[config.mk]
export PLATFORM = sky130hd
export DESIGN_NAME = longest_remaining_job_scheduler
export DESIGN_NICKNAME = d
export VERILOG_FILES = /design/src/lrj_pkg.sv /design/src/longest_remaining_job_scheduler.sv /design/src/lrj_table.sv
export VERILOG_INCLUDE_DIRS = /design/src /design/src/src
export SDC_FILE = /design/constraint.sdc
export NUM_CORES = 2
export LEC_CHECK = 0
export BUFFER_PORTS_ARGS = -buffer_cell sky130_fd_sc_hd__buf_2
export CAP_MARGIN = 25
export CORE_AREA = 2 2 320 448
export CTS_BUF_LIST = sky130_fd_sc_hd__clkbuf_16
export DETAILED_ROUTE_END_ITERATION = 10
export DIE_AREA = 0 0 322 450
export SLEW_MARGIN = 10
export SYNTH_ARGS = -nofsm -noshare
export SYNTH_HDL_FRONTEND = slang
export SYNTH_SLANG_ARGS = --single-unit
export TNS_END_PERCENT = 50
[constraint.sdc]
create_clock -name clk_i -period 17.08 [get_ports clk_i]
set_input_delay 1.708 -clock clk_i [delete_from_list [all_inputs] [get_ports clk_i]]
set_output_delay 1.708 -clock clk_i [all_outputs]
set_load 0.03 [all_outputs]
[src/assert_macros.svh]
// ----------------------------------------------------------------------------
// assert_macros.svh
// shared assertion macros, clocked on clk_i and gated by the active-low reset
// ----------------------------------------------------------------------------
`ifndef ASSERT_MACROS_SVH
`define ASSERT_MACROS_SVH

// property must hold at every clock edge outside reset
`define ASSERT_PROP(name, prop, msg) \
  name: assert property (@(posedge clk_i) disable iff (!rst_ni) (prop)) else $error(msg);

// condition must never be seen at a clock edge outside reset
`define ASSERT_NEVER(name, cond, msg) \
  name: assert property (@(posedge clk_i) disable iff (!rst_ni) !(cond)) else $error(msg);

`endif

[src/lrj_pkg.sv]
// ----------------------------------------------------------------------------
// lrj_pkg
// types and constants of the longest-remaining-job scheduler
// ----------------------------------------------------------------------------
package lrj_pkg;

  localparam int unsigned MAX_PROCS = 16;
  localparam int unsigned SLOT_W    = $clog2(MAX_PROCS);
  localparam int unsigned CNT_W     = $clog2(MAX_PROCS + 1);

  typedef enum logic [1:0] {
    CMD_TICK  = 2'd0,
    CMD_ADMIT = 2'd1,
    CMD_CLEAR = 2'd2,
    CMD_RSVD  = 2'd3
  } cmd_e;

  typedef enum logic [2:0] {
    STS_ADMITTED = 3'd0,
    STS_REJECTED = 3'd1,
    STS_RAN      = 3'd2,
    STS_IDLE     = 3'd3,
    STS_CLEARED  = 3'd4
  } status_e;

  typedef enum logic [1:0] {
    ST_IDLE,
    ST_SCAN,
    ST_UPDATE,
    ST_DONE
  } state_e;

  typedef struct packed {
    cmd_e        command;
    logic [7:0]  proc_id;
    logic [15:0] burst;
  } in_word_t;

  typedef struct packed {
    status_e     status;
    logic [3:0]  ran_slot;
    logic [7:0]  ran_id;
    logic        finished;
    logic [31:0] completion_time;
    logic [31:0] turnaround;
    logic [31:0] waiting;
  } out_word_t;

  // one process table entry
  typedef struct packed {
    logic [7:0]  id;
    logic [31:0] arrival;
    logic [15:0] burst;
    logic [15:0] remaining;
    logic        done;
  } entry_t;

  // table access request from the sequencer
  typedef struct packed {
    logic              we;
    logic [SLOT_W-1:0] waddr;
    entry_t            wdata;
    logic [SLOT_W-1:0] raddr;
  } tbl_req_t;

endpackage

[src/longest_remaining_job_scheduler.sv]
// ----------------------------------------------------------------------------
// longest_remaining_job_scheduler
// preemptive longest-remaining-job-first scheduler with a unit time quantum
// ----------------------------------------------------------------------------
// usage:
//   input channel (in_valid_i / in_stall_o / in_word_i) takes one command word:
//   tick, admit or clear. output channel (out_valid_o / out_stall_i /
//   out_word_o) returns exactly one result word per command, in order.
//   flow: admit, clear, reject and an idle tick on an empty table go from
//   idle straight to the done state, which hands the result to the output
//   register. a tick on a non-empty table passes through scan and update
//   first: the process table is a single-read-port memory, so the
//   largest-remaining search reads one slot per cycle, then the update
//   state writes back the chosen slot. the block works on one command at a
//   time, so it takes no new command until the result of the last one has
//   been handed to the output register.
//   the output register holds a finished word while the receiver stalls;
//   the next command can be accepted meanwhile, and its result waits
//   internally, with the input stalled, until the output register frees up.
//   reset: time and slot count go to zero, no word is pending. the table
//   memory is not cleared, only slots below the slot count are ever compared.
// ----------------------------------------------------------------------------
`include "assert_macros.svh"

module longest_remaining_job_scheduler (
  input  logic               clk_i,
  input  logic               rst_ni,
  input  logic               in_valid_i,
  output logic               in_stall_o,
  input  lrj_pkg::in_word_t  in_word_i,
  output logic               out_valid_o,
  input  logic               out_stall_i,
  output lrj_pkg::out_word_t out_word_o
);

  localparam int unsigned SlotW = lrj_pkg::SLOT_W;
  localparam int unsigned CntW  = lrj_pkg::CNT_W;

  // control state
  lrj_pkg::state_e   state_q, state_d;
  logic [31:0]       now_q, now_d;
  logic [CntW-1:0]   used_q, used_d;
  logic [SlotW-1:0]  scan_q, scan_d;
  logic              found_q, found_d;
  logic              out_valid_q, out_valid_d;

  // payload
  logic [SlotW-1:0]  best_slot_q, best_slot_d;
  lrj_pkg::entry_t   best_q, best_d;
  lrj_pkg::out_word_t res_q, res_d;
  lrj_pkg::out_word_t out_q, out_d;

  // table interface
  lrj_pkg::tbl_req_t tbl_req;
  lrj_pkg::entry_t   rdata;
  logic [15:0]       rem_new;
  logic              scan_last;

  lrj_table u_table (
    .clk_i     (clk_i),
    .tbl_req_i (tbl_req),
    .rdata_o   (rdata)
  );

  assign in_stall_o  = (state_q != lrj_pkg::ST_IDLE);
  assign out_valid_o = out_valid_q;
  assign out_word_o  = out_q;

  // remaining burst of the chosen slot after this tick
  assign rem_new   = best_q.remaining - 16'd1;
  // data for the last used slot is on the read port
  assign scan_last = ((CntW'(scan_q) + CntW'(1)) == used_q);

  always_comb begin
    state_d     = state_q;
    now_d       = now_q;
    used_d      = used_q;
    scan_d      = scan_q;
    found_d     = found_q;
    best_slot_d = best_slot_q;
    best_d      = best_q;
    res_d       = res_q;
    out_d       = out_q;
    out_valid_d = out_valid_q;

    tbl_req       = '0;
    tbl_req.waddr = used_q[SlotW-1:0];
    // prefetch the slot after the one being compared
    tbl_req.raddr = scan_q + SlotW'(1);

    // receiver takes the pending word
    if (out_valid_q && !out_stall_i) begin
      out_valid_d = 1'b0;
    end

    unique case (state_q)
      lrj_pkg::ST_IDLE: begin
        tbl_req.raddr = '0;
        if (in_valid_i) begin
          res_d        = '0;
          res_d.status = lrj_pkg::STS_REJECTED;
          state_d      = lrj_pkg::ST_DONE;
          unique case (in_word_i.command)
            lrj_pkg::CMD_TICK: begin
              now_d   = now_q + 32'd1;
              found_d = 1'b0;
              scan_d  = '0;
              if (used_q == '0) begin
                res_d.status = lrj_pkg::STS_IDLE;
              end else begin
                state_d = lrj_pkg::ST_SCAN;
              end
            end
            lrj_pkg::CMD_ADMIT: begin
              if (in_word_i.burst != 16'd0 && used_q < CntW'(lrj_pkg::MAX_PROCS)) begin
                tbl_req.we                = 1'b1;
                tbl_req.wdata.id          = in_word_i.proc_id;
                tbl_req.wdata.arrival     = now_q;
                tbl_req.wdata.burst       = in_word_i.burst;
                tbl_req.wdata.remaining   = in_word_i.burst;
                tbl_req.wdata.done        = 1'b0;
                used_d                    = used_q + CntW'(1);
                res_d.status              = lrj_pkg::STS_ADMITTED;
                res_d.ran_slot            = 4'(used_q[SlotW-1:0]);
                res_d.ran_id              = in_word_i.proc_id;
              end
            end
            lrj_pkg::CMD_CLEAR: begin
              used_d       = '0;
              now_d        = '0;
              res_d.status = lrj_pkg::STS_CLEARED;
            end
            lrj_pkg::CMD_RSVD: begin
              res_d.status = lrj_pkg::STS_REJECTED;
            end
            default: begin
              res_d.status = lrj_pkg::STS_REJECTED;
            end
          endcase
        end
      end

      lrj_pkg::ST_SCAN: begin
        // strict greater keeps the lowest slot on a tie
        if (!rdata.done && (!found_q || rdata.remaining > best_q.remaining)) begin
          found_d     = 1'b1;
          best_slot_d = scan_q;
          best_d      = rdata;
        end
        if (scan_last) begin
          state_d = lrj_pkg::ST_UPDATE;
        end else begin
          scan_d = scan_q + SlotW'(1);
        end
      end

      lrj_pkg::ST_UPDATE: begin
        state_d = lrj_pkg::ST_DONE;
        if (!found_q) begin
          res_d.status = lrj_pkg::STS_IDLE;
        end else begin
          // write back the run slot
          tbl_req.we              = 1'b1;
          tbl_req.waddr           = best_slot_q;
          tbl_req.wdata           = best_q;
          tbl_req.wdata.remaining = rem_new;
          tbl_req.wdata.done      = (rem_new == 16'd0);
          res_d.status            = lrj_pkg::STS_RAN;
          res_d.ran_slot          = 4'(best_slot_q);
          res_d.ran_id            = best_q.id;
          if (rem_new == 16'd0) begin
            res_d.finished        = 1'b1;
            res_d.completion_time = now_q;
            res_d.turnaround      = now_q - best_q.arrival;
          end
        end
      end

      lrj_pkg::ST_DONE: begin
        // hand the result over once the output register is free
        if (!out_valid_q || !out_stall_i) begin
          out_d         = res_q;
          out_d.waiting = res_q.finished ? (res_q.turnaround - 32'(best_q.burst)) : '0;
          out_valid_d   = 1'b1;
          state_d       = lrj_pkg::ST_IDLE;
        end
      end

      default: begin
        state_d = lrj_pkg::ST_IDLE;
      end
    endcase
  end

  always_ff @(posedge clk_i or negedge rst_ni) begin
    if (!rst_ni) begin
      state_q     <= lrj_pkg::ST_IDLE;
      now_q       <= '0;
      used_q      <= '0;
      scan_q      <= '0;
      found_q     <= 1'b0;
      out_valid_q <= 1'b0;
    end else begin
      state_q     <= state_d;
      now_q       <= now_d;
      used_q      <= used_d;
      scan_q      <= scan_d;
      found_q     <= found_d;
      out_valid_q <= out_valid_d;
    end
  end

  always_ff @(posedge clk_i) begin
    best_slot_q <= best_slot_d;
    best_q      <= best_d;
    res_q       <= res_d;
    out_q       <= out_d;
  end

  // slot count never runs past the table
  `ASSERT_NEVER(a_used_in_range, used_q > CntW'(lrj_pkg::MAX_PROCS), "slot count overflow")
  // the scan only visits used slots
  `ASSERT_PROP(a_scan_in_range,
               state_q == lrj_pkg::ST_SCAN |-> CntW'(scan_q) < used_q,
               "scan past used slots")
  // the table is written only on admit or on the write-back of a tick
  `ASSERT_PROP(a_write_phase,
               tbl_req.we |-> (state_q == lrj_pkg::ST_IDLE || state_q == lrj_pkg::ST_UPDATE),
               "table write outside admit or update")
  // every accepted command leads to a pending result
  `ASSERT_PROP(a_accept_busy,
               in_valid_i && !in_stall_o |=> state_q != lrj_pkg::ST_IDLE,
               "accepted command dropped")

endmodule

[src/lrj_table.sv]
// ----------------------------------------------------------------------------
// lrj_table
// process table: one write port, one read port, registered read data
// ----------------------------------------------------------------------------
module lrj_table (
  input  logic              clk_i,
  input  lrj_pkg::tbl_req_t tbl_req_i,
  output lrj_pkg::entry_t   rdata_o
);

  lrj_pkg::entry_t mem_q [lrj_pkg::MAX_PROCS];
  lrj_pkg::entry_t rdata_q;

  always_ff @(posedge clk_i) begin
    if (tbl_req_i.we) begin
      mem_q[tbl_req_i.waddr] <= tbl_req_i.wdata;
    end
  end

  always_ff @(posedge clk_i) begin
    rdata_q <= mem_q[tbl_req_i.raddr];
  end

  assign rdata_o = rdata_q;

endmodule

* Yosys cells after proc, flatten, opt, wreduce, memory -nomap -nowiden
Memory sizes are Yosys's and may differ from the RTL's. A register that Yosys moved wholly into a read port is not among the register bits.
Index checks and enable logic that the tools add are counted.
** Operators by class
- Order comparisons :: 2
- Muxes and demuxes :: 42
- Eq/ne operators :: 16
- $add $sub $neg :: 7
- Reductions and logical operators :: 29
** Operator list (count)
- 73-bit 2-to-1 mux :: 3
- 80-bit case mux with 2 select lines :: 1
- 73-bit case mux with 2 select lines :: 1
- 112-bit 2-to-1 mux :: 1
- 78-bit 2-to-1 mux :: 1
- 77-bit 2-to-1 mux :: 1
- 65-bit 2-to-1 mux :: 1
- 32-bit case mux with 2 select lines :: 1
- 32-bit by 1-bit adder with 32-bit output (second input constant) :: 1
- 32-bit by 16-bit subtractor with 32-bit output :: 1
- 32-bit subtractor :: 1
- 4-bit 2-to-1 mux :: 5
- 16-bit greater-than comparator :: 1
- 16-bit logical NOT :: 1
- 2-bit inequality test (second input constant) :: 8
- 4-bit AND reduction :: 4
- 16-bit nonzero test :: 1
- 16-bit by 1-bit subtractor with 16-bit output (second input constant) :: 1
- 13-bit 2-to-1 mux :: 1
- 1-bit 2-to-1 mux :: 12
- 12-bit 2-to-1 mux :: 1
- 2-bit 2-to-1 mux :: 6
- 3-bit case mux with 4 select lines :: 1
- 5-bit case mux with 2 select lines :: 1
- other kinds (20) :: 40
** Word-level totals
- Register bits :: 313
- Memories kept :: 1
- Output and inout bits :: 114
- Logic and storage cells :: 121
- Bits in writable memories :: 1168
** Memory list
- u_table.mem_q :: words 16, width 73, rd ports 1, clocked after memory_dff 1, wr ports 1, line lrj_table.sv:11 : lrj_pkg::entry_t mem_q [lrj_pkg::MAX_PROCS];

* Logic depth before layout (Yosys ltp)
- Depth after elaboration :: 8
- Depth in mapped cells :: 11
- Gate-level depth less buffers :: 10

* Modules after synthesis
Synthesis repeated with hierarchy kept, for this count alone.
** Second synthesis, totals
- Cell total of the unflattened synthesis :: 3267
- Area, all modules :: 60774.5 um^2
** Modules (own cells, without submodules)
- lrj_table :: area an instance 45127.0 um^2, cells each 1875, instances 1
- longest_remaining_job_scheduler :: area an instance 15647.5 um^2, cells each 1392, instances 1

* Least setup slack after synthesis
Ideal clock, no wire load.
- Path type :: in2reg
- Start :: input out_stall_i
- End :: register out_q, in the netlist out_word_o[0] (enable)
- Stages on the path :: 1
- Data arrival time :: 9.779 ns
- Required time :: 16.326 ns
- Path slack :: 6.547 ns
- Path buffers :: 0
- Path through :: a21boi_0
** On the way
- Word-level cells in the longest chain between the ends :: 3
** RTL lines
- start, declared :: line longest_remaining_job_scheduler.sv:32 : input logic out_stall_i,
- 1-bit logical NOT :: line longest_remaining_job_scheduler.sv:181 : if (!out_valid_q || !out_stall_i) begin
- 1-bit logical OR :: line longest_remaining_job_scheduler.sv:181
- 2-bit AND reduction (no source line)
- end signal, assigned :: line longest_remaining_job_scheduler.sv:217 : out_q <= out_d;
- end, declared :: line longest_remaining_job_scheduler.sv:51 : lrj_pkg::out_word_t out_q, out_d;
Every way passes these cells.
A chain may end at the register's enable or synchronous reset.

* Worst setup path after layout
- Start :: input in_word_i[2] in the netlist's numbering
- End :: memory u_table.mem_q[6][46] in the netlist's numbering (enable)
** On the way
- Word-level cells in the longest chain between the ends :: 8
** RTL lines
- start, declared :: line longest_remaining_job_scheduler.sv:30 : input lrj_pkg::in_word_t in_word_i,
- 16-bit nonzero test :: line longest_remaining_job_scheduler.sv:115 : if (in_word_i.burst != 16'd0 && used_q < CntW'(lrj_pkg::MAX_PROCS)) begin
- 1-bit logical AND :: line longest_remaining_job_scheduler.sv:115
- 1-bit 2-to-1 mux :: line longest_remaining_job_scheduler.sv:115
- 1-bit 2-to-1 mux :: line longest_remaining_job_scheduler.sv:103 : unique case (in_word_i.command)
- 1-bit 2-to-1 mux :: line longest_remaining_job_scheduler.sv:99 : if (in_valid_i) begin
- 1-bit case mux with 2 select lines :: line longest_remaining_job_scheduler.sv:96 : unique case (state_q)
- 1-bit 2-to-1 mux :: line lrj_table.sv:15 : if (tbl_req_i.we) begin
- 1-bit 2-to-1 mux (implied by the code) :: line lrj_table.sv:16 : mem_q[tbl_req_i.waddr] <= tbl_req_i.wdata;
- end, declared :: line lrj_table.sv:11
Every way passes these cells.

==> results.py <==
metrics = {
    "logic_synthesis": {
        "synth_top_family_by_area": "compound AO/OA/AOI/OAI gates",
        "synth_edf_count": 1436,
        "async_flop_share_pct": 2.90,
        "yosys.area_share.simple_pct": 7.22,
        "ys_seq_area_share_pct": 72.6,
        "muxShareOfSynthArea_pct": 7.54,
        "ys.flop_type": "edfxtp_1",
        "synth.yosys.warnings": 0,
        "synth-adder-area-share_pct": 1.51,
        "synth_cells": 4108,
        "synth_nets": 4213,
        "ys_seq_elements": 1554,
        "syn_avg_cell_area_sq_um": 15.3,
        "syn-cell-area_sq_mm": 0.0629,
        "synth_compound_area_share_pct": 8.19,
        "yosysUniqueCellTypes": 77,
        "synthXorXnorAreaFrac_pct": 0.932,
    },
    "cells_and_area": {
        "design_area_sq_mm": 0.0707,
        "final_cell_mix": "edfxtp_1 (1,436), nand2_1 (431), mux2i_1 (304)",
        "area_growth_pct": 12.3,
        "multi_input_area_sq_mm": 0.0162,
        "seqCellArea_sq_mm": 0.0457,
        "final_common_cell": "edfxtp_1",
        "drive_gt1_share_pct": 13.1,
        "stdcell_count": 6226,
        "nets": 4388,
        "fillers": 11700,
        "final_core_util_pct": 50.2,
    },
    "placement": {
        "placed_cell_area_sq_mm": 0.0661,
        "dp_slack_ps": 11070,
        "dpl.hpwl_mm": 92.2,
        "gp_congestion": 0.834,
        "io_buffers": 143,
        "placed_cells": 5943,
    },
    "critical_path": {
        "cp-end-kind": "flip-flop",
        "cp-start-kind": "input port",
        "slowest_stage": "buf_4",
        "cp_max_fo": 53,
        "max_stage_delay_ps": 900,
        "cp_cell_sequence": "buf_2, nor4_1, nand4_1, and3_1, nor2b_4, and2_1, a31oi_1, nor2_4, buf_4",
        "worstPathRequired_ps": 17460,
        "arrival_ps": 5580,
        "path_class": "in2reg",
    },
    "die": {
        "die_h_um": 450,
        "die_w_um": 322,
        "die_area_sq_mm": 0.145,
        "core_area_sq_mm": 0.141,
        "row_count": 163,
        "start_util_pct": 44.7,
        "io_pins": 144,
    },
    "timing": {
        "finalHoldViolCount": 0,
        "fmax_ghz": 0.192,
        "finalCriticalPeriod_ps": 5190,
        "final-setup-viol-count": 0,
        "max_slew_margin_pct": 28.6,
        "tns_ps": 0,
        "worst_hold_slack_ps": 398,
        "fin_worst_skew_ps": 31.7,
        "worst_pin_slew_ps": 1070,
        "period_share_pct": 30.4,
        "rsz0062_at_grt": "no",
        "layout_setup_ws_ps": 11890,
        "finalMaxSlewViolations": 0,
    },
    "route": {
        "drtPass1Iterations": 5,
        "antenna_left": 0,
        "via_per_inst": 5.75,
        "wire_per_inst_um": 25.6,
        "wl_mm": 160,
        "via_count": 35800,
        "drc": 0,
        "drt_iter0_markers": 3239,
    },
    "clock_tree": {
        "cts_sinks": 1554,
        "hold_buffers": 0,
        "postCtsSetupBuffers": 0,
        "cts_root_buf": "clkbuf_16",
        "clock_latency_ps": 770,
        "cts_buffers": 144,
        "tritoncts": "built",
        "clock_path_buffers": 3,
        "cts.clk_slew.worst_paths_ps": 60,
        "cts_resized": 0,
        "h-tree-depth": 4,
    },
    "outcome": {
        "status": "complete, no violations",
    },
    "power_and_ir_drop": {
        "total_leakage_power_nw": 24.4,
        "peakVddDrop_uv": 179,
        "finalPower_mw": 11.9,
        "p_per_area_mw_per_mm2": 168,
    },
    "global_route": {
        "grt_util_all_layers_pct": 21.9,
        "antenna_found_initial": 5,
        "overflow": 0,
        "grt_pass1_vias": 35000,
        "grt_pass1_wl_mm": 234,
        "grt_max_degree": 151,
    },
    "job": {
        "max-cap-violations": 0,
    },
    "worst_hold_path": {
        "hold_class": "reg2reg",
    },
}
## routing by layer
metal  track usage [%]  share of wire, %
met4              6.47               2.6
met3              3.34               6.2
met2              36.5                49
met5                 0            0.0081
met1              29.7                42
## registers in the layout, indices dropped and copies added (netlist names)
signal           flops
found_q              1
u_table.mem_q     1168
best_slot_q          4
scan_q               4
best_q              72
now_q               32
out_word_o         112
state_q              2
res_q               80
used_q               5
out_valid_o          1
u_table.rdata_o     73
## cell type report
| cell class | instances | share of cell area, % |
|---|---|---|
| antenna | 5 | 0.0177 |
| clock buffer | 148 | 5.24 |
| clock inverter | 121 | 1.14 |
| inverter | 91 | 0.483 |
| multi-input combinational | 2229 | 22.9 |
| sequential | 1554 | 64.7 |
| tap | 1815 | 3.21 |
| timing repair buffer | 263 | 2.36 |
## critical path, delay by kind of cell
| kind | cells | cell delay [ps] |
|---|---|---|
| buffers and inverters | 2 | 1020 |
| AND/OR/NAND/NOR | 6 | 2400 |
| AO/OA/AOI/OAI | 1 | 330 |
## where the power goes
group          total (mW)  switching, mW  internal (mW)
logic                3.85           2.51           1.34
registers            4.96          0.217           4.75
clock network        3.08           1.39           1.69
total                11.9           4.12           7.78
## path summary, 6_finish.rpt
| check | cells after the start | slack [ps] | from | to |
|---|---|---|---|---|
| max in group asynchronous | 2 | 15500 | rst_ni | scan_q[0]$_DFFE_PN0P_ |
| worst min register to register | 0 | 400 | u_table.rdata_o[70]$_DFF_P_ | best_q[70]$_DFFE_PP_ |
| worst max-delay path | 9 | 11890 | in_word_i[2] | u_table.mem_q[6][46]$_DFFE_PP_ |
| worst max register to register | 9 | 12000 | state_q[0]$_DFFE_PN0P_ | u_table.mem_q[6][46]$_DFFE_PP_ |
| worst min-delay path | 0 | 400 | u_table.rdata_o[70]$_DFF_P_ | best_q[70]$_DFFE_PP_ |
| min in group asynchronous | 2 | 1030 | rst_ni | now_q[23]$_DFFE_PN0P_ |
## Yosys cell counts (75+ instances only)
cell / number / area share (%)
nand2_1: 434 / 2.6
mux4_2: 75 / 2.7
clkbuf_1: 185 / 1.1
a31oi_1: 88 / 0.87
nor2_1: 123 / 0.73
a21oi_1: 136 / 1.1
o21ai_0: 100 / 0.80
inv_1: 89 / 0.53
mux2i_1: 304 / 4.8
a211oi_1: 224 / 2.7
edfxtp_1: 1436 / 69
nor2b_1: 156 / 1.6
## logic make-up (layout without fill, tap and decap cells)
logic type / count (synthesis) / after routing
flip-flops: 1554 / 1554
AND/OR/NAND/NOR: 942 / 942
AO/OA/AOI/OAI: 765 / 765
multiplexers: 380 / 380
buffers and inverters: 325 / 623
adder cells (fa/ha/maj): 75 / 75
XOR/XNOR: 67 / 67
other: 0 / 5
(Power assumes the default switching activity.)
